===== config.mk =====
export PLATFORM = sky130hd
export DESIGN_NAME = pcm_sample_convert_downmix_top_flat
export DESIGN_NICKNAME = d
export VERILOG_FILES = /design/src/design/pcmcd_pkg.sv /design/src/design/pcmcd_if.sv /design/src/design/pcmcd_ctl.sv /design/src/design/pcmcd_conv.sv /design/src/design/pcmcd_mix.sv /design/src/design/pcm_sample_convert_downmix_top.sv /design/src/flat_wrapper.sv
export SDC_FILE = /design/constraint.sdc
export NUM_CORES = 2
export LEC_CHECK = 0
export BUFFER_PORTS_ARGS = -buffer_cell sky130_fd_sc_hd__clkbuf_2
export CORE_MARGIN = 3
export CORE_UTILIZATION = 35
export DETAILED_ROUTE_END_ITERATION = 10
export PLACE_DENSITY = 0.58
export SLEW_MARGIN = 40
export SYNTH_ARGS = -nofsm -noshare
export SYNTH_HDL_FRONTEND = slang
export SYNTH_SLANG_ARGS = --single-unit

===== constraint.sdc =====
create_clock -name clk -period 48.7 [get_ports clk]
set_input_delay 0 -clock clk [delete_from_list [all_inputs] [get_ports clk]]
set_output_delay 0 -clock clk [all_outputs]
set_load 0.01 [all_outputs]

===== src/design/pcmcd_pkg.sv =====
package pcmcd_pkg;

	// channel limit of one frame
	localparam int MAX_CHANNELS = 8;

	// configuration port
	localparam int CFG_IDX_W  = 4;
	localparam int CFG_DATA_W = 8;
	localparam logic [CFG_IDX_W-1:0] REG_FORMAT   = CFG_IDX_W'(0);
	localparam logic [CFG_IDX_W-1:0] REG_CHANNELS = CFG_IDX_W'(1);

	// sample format codes; the two unused codes behave as s16
	typedef enum logic [2:0] {
		FMT_U8  = 3'd0,
		FMT_S16 = 3'd1,
		FMT_S24 = 3'd2,
		FMT_S32 = 3'd3,
		FMT_F32 = 3'd4,
		FMT_F64 = 3'd5
	} fmt_t;

	localparam logic [3:0] CHN_RESET = 4'd2;

	// channel handling of a frame
	typedef enum logic [1:0] {
		MODE_MONO,
		MODE_STEREO,
		MODE_DOWNMIX
	} mode_t;

	// pipeline depth: converter stages, then downmix stages
	localparam int CONV_STG = 3;
	localparam int MIX_STG  = 4;
	localparam int NSTG     = CONV_STG + MIX_STG;

	typedef struct packed {
		logic [MIX_STG-1:0]  mix;
		logic [CONV_STG-1:0] conv;
	} pipe_en_t;

	// float to fixed: mantissa with hidden bit, integer part below 2^31
	localparam int MANT_W = 53;
	localparam int MAG_W  = 31;
	localparam int SHW    = MANT_W + MAG_W;
	localparam int RSH_W  = $clog2(SHW);
	// right shift of {mant, 31 zeros} is BASE minus the biased exponent
	localparam logic [11:0] F32_BASE = 12'd166;
	localparam logic [11:0] F64_BASE = 12'd1091;

	// downmix gains
	localparam logic signed [14:0] C_GAIN  = 15'sd5818;
	localparam int                 C_SHIFT = 13;
	localparam logic signed [14:0] S_GAIN  = 15'sd5248;
	localparam int                 S_SHIFT = 14;

endpackage


===== src/design/pcmcd_if.sv =====
interface pcmcd_in_if;
	logic        valid;
	logic        ready;
	logic [63:0] sample0;
	logic [63:0] sample1;
	logic [63:0] sample2;
	logic [63:0] sample3;
	logic [63:0] sample4;
	logic [63:0] sample5;
	logic [63:0] sample6;
	logic [63:0] sample7;

	modport source (output valid, sample0, sample1, sample2, sample3,
		sample4, sample5, sample6, sample7, input ready);
	modport sink (input valid, sample0, sample1, sample2, sample3,
		sample4, sample5, sample6, sample7, output ready);
endinterface

interface pcmcd_out_if;
	logic               valid;
	logic               ready;
	logic signed [15:0] out_first;
	logic signed [15:0] out_second;
	logic [1:0]         out_count;

	modport source (output valid, out_first, out_second, out_count, input ready);
	modport sink (input valid, out_first, out_second, out_count, output ready);
endinterface

interface pcmcd_cfg_if;
	logic       valid;
	logic       ready;
	logic [3:0] index;
	logic [7:0] data;

	modport source (output valid, index, data, input ready);
	modport sink (input valid, index, data, output ready);
endinterface


===== src/design/pcmcd_ctl.sv =====
module pcmcd_ctl
	import pcmcd_pkg::*;
(
	input  logic     clk,
	input  logic     arst_n,
	input  logic     in_valid,
	output logic     in_ready,
	output logic     out_valid,
	input  logic     out_ready,
	output pipe_en_t en
);

	logic [NSTG-1:0] v_q;
	logic [NSTG-1:0] v_nxt;
	logic [NSTG:0]   rdy;

	// a stage loads when it is empty or its content moves on
	always_comb begin
		rdy[NSTG] = out_ready;
		for (int k = NSTG - 1; k >= 0; k--) begin
			rdy[k] = !v_q[k] || rdy[k+1];
		end
	end

	assign v_nxt     = {v_q[NSTG-2:0], in_valid};
	assign in_ready  = rdy[0];
	assign out_valid = v_q[NSTG-1];
	assign en        = pipe_en_t'(rdy[NSTG-1:0]);

	// valid bits travel with the data
	always_ff @(posedge clk or negedge arst_n) begin
		if (!arst_n) begin
			v_q <= '0;
		end else begin
			for (int k = 0; k < NSTG; k++) begin
				if (rdy[k]) begin
					v_q[k] <= v_nxt[k];
				end
			end
		end
	end

endmodule


===== src/design/pcmcd_conv.sv =====
module pcmcd_conv
	import pcmcd_pkg::*;
(
	input  logic               clk,
	input  pipe_en_t           en,
	input  fmt_t               fmt,
	input  logic [63:0]        raw,
	output logic signed [15:0] res
);

	// stage 1 decode
	logic              is_flt;
	logic [15:0]       int_v;
	logic [10:0]       e_f;
	logic [10:0]       e_eff;
	logic [51:0]       man_f;
	logic [MANT_W-1:0] mant;
	logic [11:0]       base;
	logic              is_max;
	logic              sgn;
	logic [12:0]       r;

	logic              is_flt_s1;
	logic [15:0]       int_s1;
	logic              sgn_s1;
	logic              nan_s1;
	logic              sat_s1;
	logic              zero_s1;
	logic [RSH_W-1:0]  rsh_s1;
	logic [MANT_W-1:0] m_s1;

	logic [SHW-1:0]    shifted;
	logic              is_flt_s2;
	logic [15:0]       int_s2;
	logic              sgn_s2;
	logic              nan_s2;
	logic              ovf_s2;
	logic [15:0]       low_s2;

	logic [15:0]       res_s3;

	// integer formats and float field split
	always_comb begin
		is_flt = 1'b0;
		case (fmt)
			FMT_U8:  int_v = {~raw[7], raw[6:0], 8'h00};
			FMT_S24: int_v = raw[23:8];
			FMT_S32: int_v = raw[31:16];
			FMT_F32: begin
				int_v  = raw[15:0];
				is_flt = 1'b1;
			end
			FMT_F64: begin
				int_v  = raw[15:0];
				is_flt = 1'b1;
			end
			default: int_v = raw[15:0];
		endcase

		// mantissa with the hidden bit just above the fraction field
		if (fmt == FMT_F64) begin
			sgn    = raw[63];
			e_f    = raw[62:52];
			man_f  = raw[51:0];
			mant   = {raw[62:52] != '0, raw[51:0]};
			is_max = &raw[62:52];
			base   = F64_BASE;
		end else begin
			sgn    = raw[31];
			e_f    = {3'b000, raw[30:23]};
			man_f  = {29'd0, raw[22:0]};
			mant   = {29'd0, raw[30:23] != '0, raw[22:0]};
			is_max = &raw[30:23];
			base   = F32_BASE;
		end
		e_eff = (e_f == '0) ? 11'd1 : e_f;
		r     = {1'b0, base} - {2'b00, e_eff};
	end

	always_ff @(posedge clk) begin
		if (en.conv[0]) begin
			is_flt_s1 <= is_flt;
			int_s1    <= int_v;
			sgn_s1    <= sgn;
			nan_s1    <= is_max && (man_f != '0);
			// infinity, or integer part certainly at or above 2^31
			sat_s1    <= is_max || r[12] || (r == '0);
			zero_s1   <= !is_max && !r[12] && (r >= 13'(SHW));
			rsh_s1    <= r[RSH_W-1:0];
			m_s1      <= mant;
		end
	end

	// stage 2 alignment shift and overflow detect
	assign shifted = {m_s1, MAG_W'(0)} >> rsh_s1;

	always_ff @(posedge clk) begin
		if (en.conv[1]) begin
			is_flt_s2 <= is_flt_s1;
			int_s2    <= int_s1;
			sgn_s2    <= sgn_s1;
			nan_s2    <= nan_s1;
			ovf_s2    <= sat_s1 || (!zero_s1 && (shifted[SHW-1:MAG_W] != '0));
			low_s2    <= zero_s1 ? 16'h0000 : shifted[15:0];
		end
	end

	// stage 3 sign, saturation and low half of the int32 result
	always_ff @(posedge clk) begin
		if (en.conv[2]) begin
			if (!is_flt_s2) begin
				res_s3 <= int_s2;
			end else if (nan_s2) begin
				res_s3 <= 16'h0000;
			end else if (ovf_s2) begin
				res_s3 <= sgn_s2 ? 16'h0000 : 16'hffff;
			end else begin
				res_s3 <= sgn_s2 ? (16'h0000 - low_s2) : low_s2;
			end
		end
	end

	assign res = $signed(res_s3);

endmodule


===== src/design/pcmcd_mix.sv =====
module pcmcd_mix
	import pcmcd_pkg::*;
(
	input  logic               clk,
	input  pipe_en_t           en,
	input  mode_t              mode,
	input  logic signed [15:0] f0,
	input  logic signed [15:0] f1,
	input  logic signed [15:0] ctr,
	input  logic signed [15:0] ls,
	input  logic signed [15:0] rs,
	output logic signed [15:0] out_first,
	output logic signed [15:0] out_second,
	output logic [1:0]         out_count
);

	localparam logic signed [29:0] C_RND = 30'sd1 <<< C_SHIFT;
	localparam logic signed [31:0] S_RND = 32'sd1 <<< S_SHIFT;

	logic signed [29:0] pc_s4, pl_s4, pr_s4;
	logic signed [15:0] a0_s4, a1_s4;

	logic signed [29:0] tc, tl, tr;
	logic signed [15:0] dc, dl, dr;
	logic signed [17:0] suml_s5, sumr_s5;
	logic signed [15:0] a0_s5, a1_s5;

	logic signed [31:0] ml_s6, mr_s6;
	logic signed [15:0] a0_s6, a1_s6;

	logic signed [31:0] ul, ur;
	logic signed [17:0] ql, qr;
	logic signed [15:0] cl, cr;

	logic signed [15:0] first_s7, second_s7;
	logic [1:0]         count_s7;

	// centre and surround gain products
	always_ff @(posedge clk) begin
		if (en.mix[0]) begin
			pc_s4 <= 30'(ctr) * 30'(C_GAIN);
			pl_s4 <= 30'(ls) * 30'(C_GAIN);
			pr_s4 <= 30'(rs) * 30'(C_GAIN);
			a0_s4 <= f0;
			a1_s4 <= f1;
		end
	end

	// divide toward zero, then side sums
	always_comb begin
		tc = pc_s4 + (pc_s4[29] ? C_RND - 30'sd1 : 30'sd0);
		tl = pl_s4 + (pl_s4[29] ? C_RND - 30'sd1 : 30'sd0);
		tr = pr_s4 + (pr_s4[29] ? C_RND - 30'sd1 : 30'sd0);
		dc = 16'(tc >>> C_SHIFT);
		dl = 16'(tl >>> C_SHIFT);
		dr = 16'(tr >>> C_SHIFT);
	end

	always_ff @(posedge clk) begin
		if (en.mix[1]) begin
			suml_s5 <= 18'(a0_s4) + 18'(dc) + 18'(dl);
			sumr_s5 <= 18'(a1_s4) + 18'(dc) + 18'(dr);
			a0_s5   <= a0_s4;
			a1_s5   <= a1_s4;
		end
	end

	// side gain products
	always_ff @(posedge clk) begin
		if (en.mix[2]) begin
			ml_s6 <= 32'(suml_s5) * 32'(S_GAIN);
			mr_s6 <= 32'(sumr_s5) * 32'(S_GAIN);
			a0_s6 <= a0_s5;
			a1_s6 <= a1_s5;
		end
	end

	// divide toward zero and clip to 16 bits
	always_comb begin
		ul = ml_s6 + (ml_s6[31] ? S_RND - 32'sd1 : 32'sd0);
		ur = mr_s6 + (mr_s6[31] ? S_RND - 32'sd1 : 32'sd0);
		ql = 18'(ul >>> S_SHIFT);
		qr = 18'(ur >>> S_SHIFT);
		if (ql > 18'sd32767) begin
			cl = 16'sh7fff;
		end else if (ql < -18'sd32768) begin
			cl = -16'sh8000;
		end else begin
			cl = 16'(ql);
		end
		if (qr > 18'sd32767) begin
			cr = 16'sh7fff;
		end else if (qr < -18'sd32768) begin
			cr = -16'sh8000;
		end else begin
			cr = 16'(qr);
		end
	end

	// output register, select by channel mode
	always_ff @(posedge clk) begin
		if (en.mix[3]) begin
			case (mode)
				MODE_DOWNMIX: begin
					first_s7  <= cl;
					second_s7 <= cr;
					count_s7  <= 2'd2;
				end
				MODE_MONO: begin
					first_s7  <= a0_s6;
					second_s7 <= 16'sd0;
					count_s7  <= 2'd1;
				end
				default: begin
					first_s7  <= a0_s6;
					second_s7 <= a1_s6;
					count_s7  <= 2'd2;
				end
			endcase
		end
	end

	assign out_first  = first_s7;
	assign out_second = second_s7;
	assign out_count  = count_s7;

endmodule


===== src/design/pcm_sample_convert_downmix_top.sv =====
// PCM frame converter with 5.1-to-stereo downmix.
// in_ch carries one frame of eight raw 64-bit channel samples per transfer;
// out_ch carries one result per frame: out_first, out_second, out_count.
// cfg writes register 0 (sample format) or 1 (channel count); cfg.ready is
// always high. The user must write only while no frame is in flight; the
// block does not enforce it. Each used sample is brought to signed 16 bits
// (u8, s16, s24, s32, float32, float64), then mono and stereo pass, six
// channels are downmixed, and other counts keep channels 0 and 1.
// An input transfer reaches out_ch through three converter stages (field
// decode, alignment shift, sign and saturation) and four downmix stages
// (gain multiply, divide and sum, gain multiply, divide, clip and output
// register).
// Throughput is one frame per cycle while not stalled (one frame per stage).
// When out_ch stalls the result holds, frames behind it close up into empty
// stages, and in_ch.ready drops only once all seven stages are full.
// Reset empties the pipeline and sets s16 format and two channels.
module pcm_sample_convert_downmix_top
	import pcmcd_pkg::*;
(
	input logic             clk,
	input logic             arst_n,
	pcmcd_in_if.sink        in_ch,
	pcmcd_out_if.source     out_ch,
	pcmcd_cfg_if.sink       cfg
);

	fmt_t               fmt_q;
	logic [3:0]         chn_q;
	logic [3:0]         chn_sat;
	mode_t              mode;
	pipe_en_t           en;
	logic signed [15:0] cv0, cv1, cv2, cv4, cv5;

	// configuration registers
	assign cfg.ready = 1'b1;

	always_ff @(posedge clk or negedge arst_n) begin
		if (!arst_n) begin
			fmt_q <= FMT_S16;
			chn_q <= CHN_RESET;
		end else if (cfg.valid && cfg.ready) begin
			case (cfg.index)
				REG_FORMAT:   fmt_q <= fmt_t'(cfg.data[2:0]);
				REG_CHANNELS: chn_q <= cfg.data[3:0];
				default: ;
			endcase
		end
	end

	// channel mode from the saturated channel count
	assign chn_sat = (chn_q > 4'(MAX_CHANNELS)) ? 4'(MAX_CHANNELS) : chn_q;

	always_comb begin
		case (chn_sat) inside
			[4'd0:4'd1]: mode = MODE_MONO;
			4'd6:        mode = MODE_DOWNMIX;
			default:     mode = MODE_STEREO;
		endcase
	end

	// pipeline valid and stall control
	pcmcd_ctl u_ctl (
		.clk       (clk),
		.arst_n    (arst_n),
		.in_valid  (in_ch.valid),
		.in_ready  (in_ch.ready),
		.out_valid (out_ch.valid),
		.out_ready (out_ch.ready),
		.en        (en)
	);

	// per-channel conversion lanes; LFE and channels 6, 7 are never used
	pcmcd_conv u_conv0 (.clk(clk), .en(en), .fmt(fmt_q), .raw(in_ch.sample0), .res(cv0));
	pcmcd_conv u_conv1 (.clk(clk), .en(en), .fmt(fmt_q), .raw(in_ch.sample1), .res(cv1));
	pcmcd_conv u_conv2 (.clk(clk), .en(en), .fmt(fmt_q), .raw(in_ch.sample2), .res(cv2));
	pcmcd_conv u_conv4 (.clk(clk), .en(en), .fmt(fmt_q), .raw(in_ch.sample4), .res(cv4));
	pcmcd_conv u_conv5 (.clk(clk), .en(en), .fmt(fmt_q), .raw(in_ch.sample5), .res(cv5));

	// downmix and output register
	pcmcd_mix u_mix (
		.clk        (clk),
		.en         (en),
		.mode       (mode),
		.f0         (cv0),
		.f1         (cv1),
		.ctr        (cv2),
		.ls         (cv4),
		.rs         (cv5),
		.out_first  (out_ch.out_first),
		.out_second (out_ch.out_second),
		.out_count  (out_ch.out_count)
	);

endmodule

===== src/flat_wrapper.sv =====
// flat-port wrapper written by rule: the top's interface ports become plain ports
module pcm_sample_convert_downmix_top_flat import pcmcd_pkg::*;
  (clk, arst_n, in_ch_valid, in_ch_sample0, in_ch_sample1, in_ch_sample2, in_ch_sample3, in_ch_sample4, in_ch_sample5, in_ch_sample6, in_ch_sample7, in_ch_ready, out_ch_valid, out_ch_out_first, out_ch_out_second, out_ch_out_count, out_ch_ready, cfg_valid, cfg_index, cfg_data, cfg_ready);
  pcmcd_in_if in_ch_i ();
  pcmcd_out_if out_ch_i ();
  pcmcd_cfg_if cfg_i ();
  input logic clk;
  input logic arst_n;
  input wire logic [$bits(in_ch_i.valid)-1:0] in_ch_valid;
  input wire logic [$bits(in_ch_i.sample0)-1:0] in_ch_sample0;
  input wire logic [$bits(in_ch_i.sample1)-1:0] in_ch_sample1;
  input wire logic [$bits(in_ch_i.sample2)-1:0] in_ch_sample2;
  input wire logic [$bits(in_ch_i.sample3)-1:0] in_ch_sample3;
  input wire logic [$bits(in_ch_i.sample4)-1:0] in_ch_sample4;
  input wire logic [$bits(in_ch_i.sample5)-1:0] in_ch_sample5;
  input wire logic [$bits(in_ch_i.sample6)-1:0] in_ch_sample6;
  input wire logic [$bits(in_ch_i.sample7)-1:0] in_ch_sample7;
  output wire logic [$bits(in_ch_i.ready)-1:0] in_ch_ready;
  output wire logic [$bits(out_ch_i.valid)-1:0] out_ch_valid;
  output wire logic [$bits(out_ch_i.out_first)-1:0] out_ch_out_first;
  output wire logic [$bits(out_ch_i.out_second)-1:0] out_ch_out_second;
  output wire logic [$bits(out_ch_i.out_count)-1:0] out_ch_out_count;
  input wire logic [$bits(out_ch_i.ready)-1:0] out_ch_ready;
  input wire logic [$bits(cfg_i.valid)-1:0] cfg_valid;
  input wire logic [$bits(cfg_i.index)-1:0] cfg_index;
  input wire logic [$bits(cfg_i.data)-1:0] cfg_data;
  output wire logic [$bits(cfg_i.ready)-1:0] cfg_ready;
  assign in_ch_i.valid = in_ch_valid;
  assign in_ch_i.sample0 = in_ch_sample0;
  assign in_ch_i.sample1 = in_ch_sample1;
  assign in_ch_i.sample2 = in_ch_sample2;
  assign in_ch_i.sample3 = in_ch_sample3;
  assign in_ch_i.sample4 = in_ch_sample4;
  assign in_ch_i.sample5 = in_ch_sample5;
  assign in_ch_i.sample6 = in_ch_sample6;
  assign in_ch_i.sample7 = in_ch_sample7;
  assign in_ch_ready = in_ch_i.ready;
  assign out_ch_valid = out_ch_i.valid;
  assign out_ch_out_first = out_ch_i.out_first;
  assign out_ch_out_second = out_ch_i.out_second;
  assign out_ch_out_count = out_ch_i.out_count;
  assign out_ch_i.ready = out_ch_ready;
  assign cfg_i.valid = cfg_valid;
  assign cfg_i.index = cfg_index;
  assign cfg_i.data = cfg_data;
  assign cfg_ready = cfg_i.ready;
  pcm_sample_convert_downmix_top u_core (.clk(clk), .arst_n(arst_n), .in_ch(in_ch_i), .out_ch(out_ch_i), .cfg(cfg_i));
endmodule

== Word-level counts from Yosys, hierarchy flattened ==
Index checks and enable logic that the tools add are counted.

* $add $sub $neg: 19
* $mul: 5
* Divide/modulo/power cells: 0
* Magnitude comparators: 12
* Eq/ne operators: 7
* Shifts and indexed selects: 5
* Mux-type cells: 77
* Bitwise logic cells: 5
* Reduce and logical (&&, ||, !) cells: 111

{| class="wikitable"
|+ Operator list
! cell !! number
|-
| 16-bit 2-to-1 mux || 30
|-
| 84-bit by 7-bit right shift with 84-bit output || 5
|-
| 53-bit nonzero test || 5
|-
| 52-bit 2-to-1 mux || 5
|-
| 52-bit nonzero test || 5
|-
| 16-bit case mux with 3 select lines || 5
|-
| 11-bit 2-to-1 mux || 11
|-
| 24-bit 2-to-1 mux || 5
|-
| 29-bit by 14-bit adder with 29-bit output || 3
|-
| 16-bit by 13-bit multiplier with 29-bit output (second input constant) || 3
|-
| 1-bit by 16-bit subtractor with 16-bit output (first input constant) || 5
|-
| 13-bit by 7-bit greater-or-equal comparator with 1-bit output (second input constant) || 5
|-
| 13-bit zero test || 5
|-
| 32-bit by 15-bit adder with 32-bit output || 2
|-
| 11-bit zero test || 5
|-
| 11-bit AND reduction || 5
|-
| 11-bit nonzero test || 5
|-
| 12-bit by 11-bit subtractor with 13-bit output || 4
|-
| 18-bit by 7-bit multiplier with 25-bit output (second input constant) || 2
|-
| 8-bit AND reduction || 5
|-
| 8-bit nonzero test || 5
|-
| 13-bit 2-to-1 mux || 3
|-
| 17-bit by 16-bit adder with 18-bit output || 2
|-
| 18-bit by 16-bit greater-than comparator with 1-bit output (second input constant) || 2
|-
| 25 further kinds || 109
|}

* Flip-flop bits (word level): 974
* Latch bits: 0
* Bits in writable memories: 0
* ROM bits: 0
* Bits of input ports: 529
* Output and inout port bits: 37
* Word-level logic and storage cells: 338
* Memories: 0

== Longest topological paths before layout ==
* Word-level depth: 8
* Depth in mapped cells: 22
* Depth with buffers taken out: 21

== Modules after synthesis ==
A second synthesis with hierarchy kept.

* Cells, all modules: 7869
* Area total of the unflattened synthesis: 84141.9 sq um

{| class="wikitable"
|+ By module, submodules not included
! module !! instances !! cells each !! area an instance (sq um) !! seq. area each (sq um)
|-
| pcmcd_conv || 5 || 978 || 10470.0 || 3993.8
|-
| pcmcd_mix || 1 || 2931 || 31172.4 || 9098.7
|-
| pcm_sample_convert_downmix_top || 1 || 23 || 322.8 || 177.7
|-
| pcmcd_ctl || 1 || 25 || 296.5 || 175.2
|}

== Least setup slack after synthesis ==
No wires, ideal clock.

* Kind: register to register
* From: reg u_core.u_ctl.v_q[6]
* To: reg u_core.u_conv0.int_s1[0] (enable)
* Library setup time: 4.759 ns
* Arrival: 14.040 ns
* Required time: 43.941 ns
* Setup slack: 29.901 ns
* Cell stages (with the launch flop): 5
* Buffers on the path: 0
* Period minus slack after synthesis: 18.799 ns
* Path through: dfrtp_1 > nor2b_1 > nand3_1 > nor2_1 > nand4_1

{| class="wikitable"
|+ RTL lines
! element !! RTL line !! text
|-
| start: declaration || pcmcd_ctl.sv:13 || <nowiki>logic [NSTG-1:0] v_q;</nowiki>
|-
| start signal: indexed assignment || pcmcd_ctl.sv:37 || <nowiki>v_q[k] <= v_nxt[k];</nowiki>
|-
| end signal: assignment || pcmcd_conv.sv:83 || <nowiki>int_s1 <= int_v;</nowiki>
|-
| end: declaration || pcmcd_conv.sv:24 || <nowiki>logic [15:0] int_s1;</nowiki>
|}

== Final worst setup path ==
* From: reg u_core.fmt_q[2]
* To: reg u_core.u_conv0.zero_s1, data pin

* Longest elaborated chain between the ends: 8
* Elaborated cells between the ends (all ways): 12
* Those cells by class: 1 x add/sub; 1 x order compare; 1 x eq/ne; 4 x mux; 5 x reduce/logical

{| class="wikitable"
|+ RTL lines
! element !! RTL line !! text
|-
| start: declaration || pcm_sample_convert_downmix_top.sv:27 || <nowiki>fmt_t fmt_q;</nowiki>
|-
| start signal: assignment || pcm_sample_convert_downmix_top.sv:43 || <nowiki>REG_FORMAT: fmt_q <= fmt_t'(cfg.data[2:0]);</nowiki>
|-
| 3-bit equality test * || pcmcd_conv.sv:61 || <nowiki>if (fmt == FMT_F64) begin</nowiki>
|-
| branches (longest 6 deep; another with 13-bit by 7-bit greater-or-equal comparator with 1-bit output) || -- ||
|-
| 1-bit logical AND * || pcmcd_conv.sv:88 || <nowiki>zero_s1 <= !is_max && !r[12] && (r >= 13'(SHW));</nowiki>
|-
| end signal: assignment || pcmcd_conv.sv:88 ||
|-
| end: declaration || pcmcd_conv.sv:28 || <nowiki>logic zero_s1;</nowiki>
|}

Mark *: on every way between the ends.
A chain may end at the register's enable or synchronous reset.

==> impl_results.md <==
- Status: completed
- Unrepaired setup endpoints after global routing: no
- Seq/Total Area, Yosys: between 30% and 40%
- Vias in the first global route: around 61000
- CP arrival: about 8000 ps
- Syn avg cell area: between 10 and 15 µm²
- CP required: 49200 ps
- Fin crit period: approximately 7300 ps
- Mapped Cells: approximately 7700
- Top-count cell post-synth: edfxtp_1
- Final Cycle Share: 14.9%
- Min-Delay Path Depth: 2
- Fillers: approximately 22000
- Num CTS Buffers: between 100 and 150
- Share of cells above drive strength 1: about an eighth
- Yosys synthesis warning count: 0
- Cell count of the worst reg-to-reg path: 19
- Final net count: about 9700
- Worst reg2reg path endpoint: u_core.u_conv0.zero_s1$_DFFE_PP_
- GRT Util Overall: 21.0%
- Clock Pin Slew Worst Setup and Hold Paths: roughly 70 ps
- Worst path max stage delay: roughly 890 ps
- Fmax: about 140 MHz
- R2r startpoint: u_core.fmt_q[2]$_DFFE_PN0P_
- Cells along the critical path: and3b_4 -> buf_4 -> buf_4 -> mux2i_1 -> nand4_1 -> nand2b_1 -> a31oi_1 -> ha_1 -> ha_1 -> nor2b_1 -> o21ai_0 -> inv_1 -> a31oi_1 -> o2111ai_1 -> dlygate4sd3_1 -> a22oi_1 -> dlygate4sd3_1 -> a31oi_1 -> dlygate4sd3_1
- Async set-reset flop share out of synthesis: between 1 and 1.5%
- Hold EP: u_core.u_conv4.m_s1[21]$_DFFE_PP_
- Syn Nets: around 9100
- Final setup fails: 0
- Fin. Hold Viols: 0
- GRT overflow: 0
- Clk Latency, worst-skew pair: ~760 ps
- Yosys reg bits: roughly 1000
- Worst-Margin Slew: a little under 900 ps
- Crit path max-delay cell type: dfrtp_4
- Post-synth EDFFs: 960
- Worst hold path type: in -> reg
- Crit path launch type: flip-flop
- Detailed Route WL: around 250000 µm
- Largest net degree at the start of global routing: 161
- Sink Count: roughly 970
- Die Width: 480 µm
- # Post-CTS Setup Buffers: 0
- Cell Area, Synth: 78700 µm²
- IO Count: 566
- Synth top area share: 36.6%
- Vias per inst: 5.48
- Slew HR: between 40% and 50%
- P&R area growth vs syn: 15.9%
- Placer congestion estimate: between 0.9 and 1
- Commonest cells post-synth: edfxtp_1, inv_1, nand2_1
- Via count: between 60000 and 70000
- Port Buffers: about 370
- CTS tree: built
- Slack of the worst reg-to-reg path: ~41000 ps
- CP Class: reg -> reg
- Clock Skew: 69.4 ps
- Min Hold Slack: just over 70 ps
- DR iter-0 viols: 6245
- Hpwl dp: 193000 µm
- MaxCap Viol Count: 0
- First-pass GRT wire length: 377000 µm
- ANT nets after route: 0
- Die Footprint: ~230000 µm²
- TNS Setup: 0 ps
- H-tree Lvls: 3
- Initial core utilization: a little over a third
- Largest cells by area after synthesis: edfxtp_1, fa_1, ha_1, inv_1, mux4_2
- Crit end category: flip-flop
- Residual DRC: 0
- Core area: ~220000 µm²
- Initial antenna violation count: 53
- Max FO, Critical Path: 73
- Most used flip-flop cell after synthesis: edfxtp_1
- Clock Path Buffers: 3
- Die Height: around 480 µm
- First-pass DRT Iterations: 9
- HP Start: in_ch_sample4[21]
- Yosys cell types: 89
- DR WL/cell: 21.9 µm
- CTS Root Cell: clkbuf_16
- Placement Rows: between 150 and 200
- Final Max Tran Viols: 0
- Area leader, netlist: edfxtp_1
## routing by layer
layer	GRT usage [%]	part of all wire, %
met5	0	0.055
met1	29.8	45
met3	4.03	7.8
met2	31.7	43
met4	7.90	4.1
## how the worst max path moves through the flow
| stage | startpoint | to | slack [ps] | depth (start not counted) |
|---|---|---|---|---|
| floorplan | u_core.u_ctl.v_q[6]$_DFFE_PN0P_ | u_core.u_conv0.int_s1[0]$_DFFE_PP_ | 29900 | 4 |
| global placement | u_core.u_mix.pr_s4[29]$_DFFE_PP_ | u_core.u_mix.sumr_s5[16]$_DFFE_PP_ | 43000 | 20 |
| CTS | u_core.fmt_q[2]$_DFFE_PN0P_ | u_core.u_conv0.zero_s1$_DFFE_PP_ | 41610 | 19 |
| detailed placement | u_core.u_mix.pr_s4[29]$_DFFE_PP_ | u_core.u_mix.sumr_s5[16]$_DFFE_PP_ | 42870 | 20 |
| finish | u_core.fmt_q[2]$_DFFE_PN0P_ | u_core.u_conv0.zero_s1$_DFFE_PP_ | 41420 | 19 |
| global route | u_core.fmt_q[2]$_DFFE_PN0P_ | u_core.u_conv0.zero_s1$_DFFE_PP_ | 40980 | 20 |
## through the flow
step                util (%)  cells  worst slack [ps]  area [µm²]
finish                  40.9  11400             41420       91200
global route            40.9  11400             40980       91200
CTS                     40.9  11400             41610       91100
detailed placement      37.5  10800             42870       83600
global placement        37.4  10800             43000       83500
floorplan                  -   7704             29900       78700
## layout by cell type (no fill, tap or decap), drive strengths merged, types with 23 or more instances in the layout
master and count:
a211oi 48, a21o 40, a21oi 413, a221oi 29, a222oi 23, a22oi 106
a31oi 54, and2 169, and3 37, buf 71, clkbuf 501, clkinv 48
dlygate4sd3 379, edfxtp 960, fa 334, ha 504, inv 935, mux2 194
mux2i 316, mux4 150, nand2 587, nand2b 86, nand3 140, nand4 60
nor2 423, nor2b 109, nor3 108, nor4 95, o211ai 34, o21a 28
o21ai 500, o22ai 125, o31ai 58, or2 24, or3 33, xnor2 225
xor2 75
## cell type report
type	count	area, µm²	area share (%)
flip-flops and latches	974	29200	32.0
well taps	2975	3720	4.08
repair buffers	819	6270	6.88
multi-input cells	5455	44800	49.1
clock buffers	132	2920	3.20
inverters	934	3510	3.85
clock inverters	72	791	0.867
diodes	21	52.6	0.0576
## flip-flops by register name, indices dropped and copies added (netlist names), 18 cells and up
signal	flops
u_core.u_mix.sumr_s5	18
u_core.u_conv5.m_s1	53
u_core.u_mix.pr_s4	29
u_core.u_conv1.m_s1	53
u_core.u_mix.pc_s4	29
u_core.u_conv2.m_s1	53
u_core.u_conv0.m_s1	53
u_core.u_conv4.m_s1	53
u_core.u_mix.pl_s4	29
u_core.u_mix.ml_s6	25
u_core.u_mix.suml_s5	18
u_core.u_mix.mr_s6	25
## cells by family (layout without fill, tap and decap cells)
logic type / after synthesis / in the layout / synth area share, %
adder cells (fa/ha/maj): 838 / 838 / 16.5
other: 1 / 22 / 0.00476
AO/OA/AOI/OAI: 1705 / 1705 / 13.6
flip-flops: 974 / 974 / 37.1
buffers and inverters: 1275 / 1957 / 6.24
AND/OR/NAND/NOR: 1951 / 1951 / 12.1
XOR/XNOR: 300 / 300 / 3.34
multiplexers: 660 / 660 / 11.1
## worst max-delay path: cells and delay by family, from the launching register on
kind	cells	cell delay, ps
AOI/OAI and AO/OA	6	1290
adders and majority gates	2	380
buffers and inverters	6	3000
DFF	1	890
muxes	1	330
and+or+nand+nor	4	1000
## timing repair
action,4_1_cts,5_1_grt
resized for setup,0,0
endpoints found under the hold margin,417,0
hold buffers,380,0
Power is left out: the tool's default activity adds up to more than one toggle a clock period on the data nets, which glitch-free logic cannot reach.
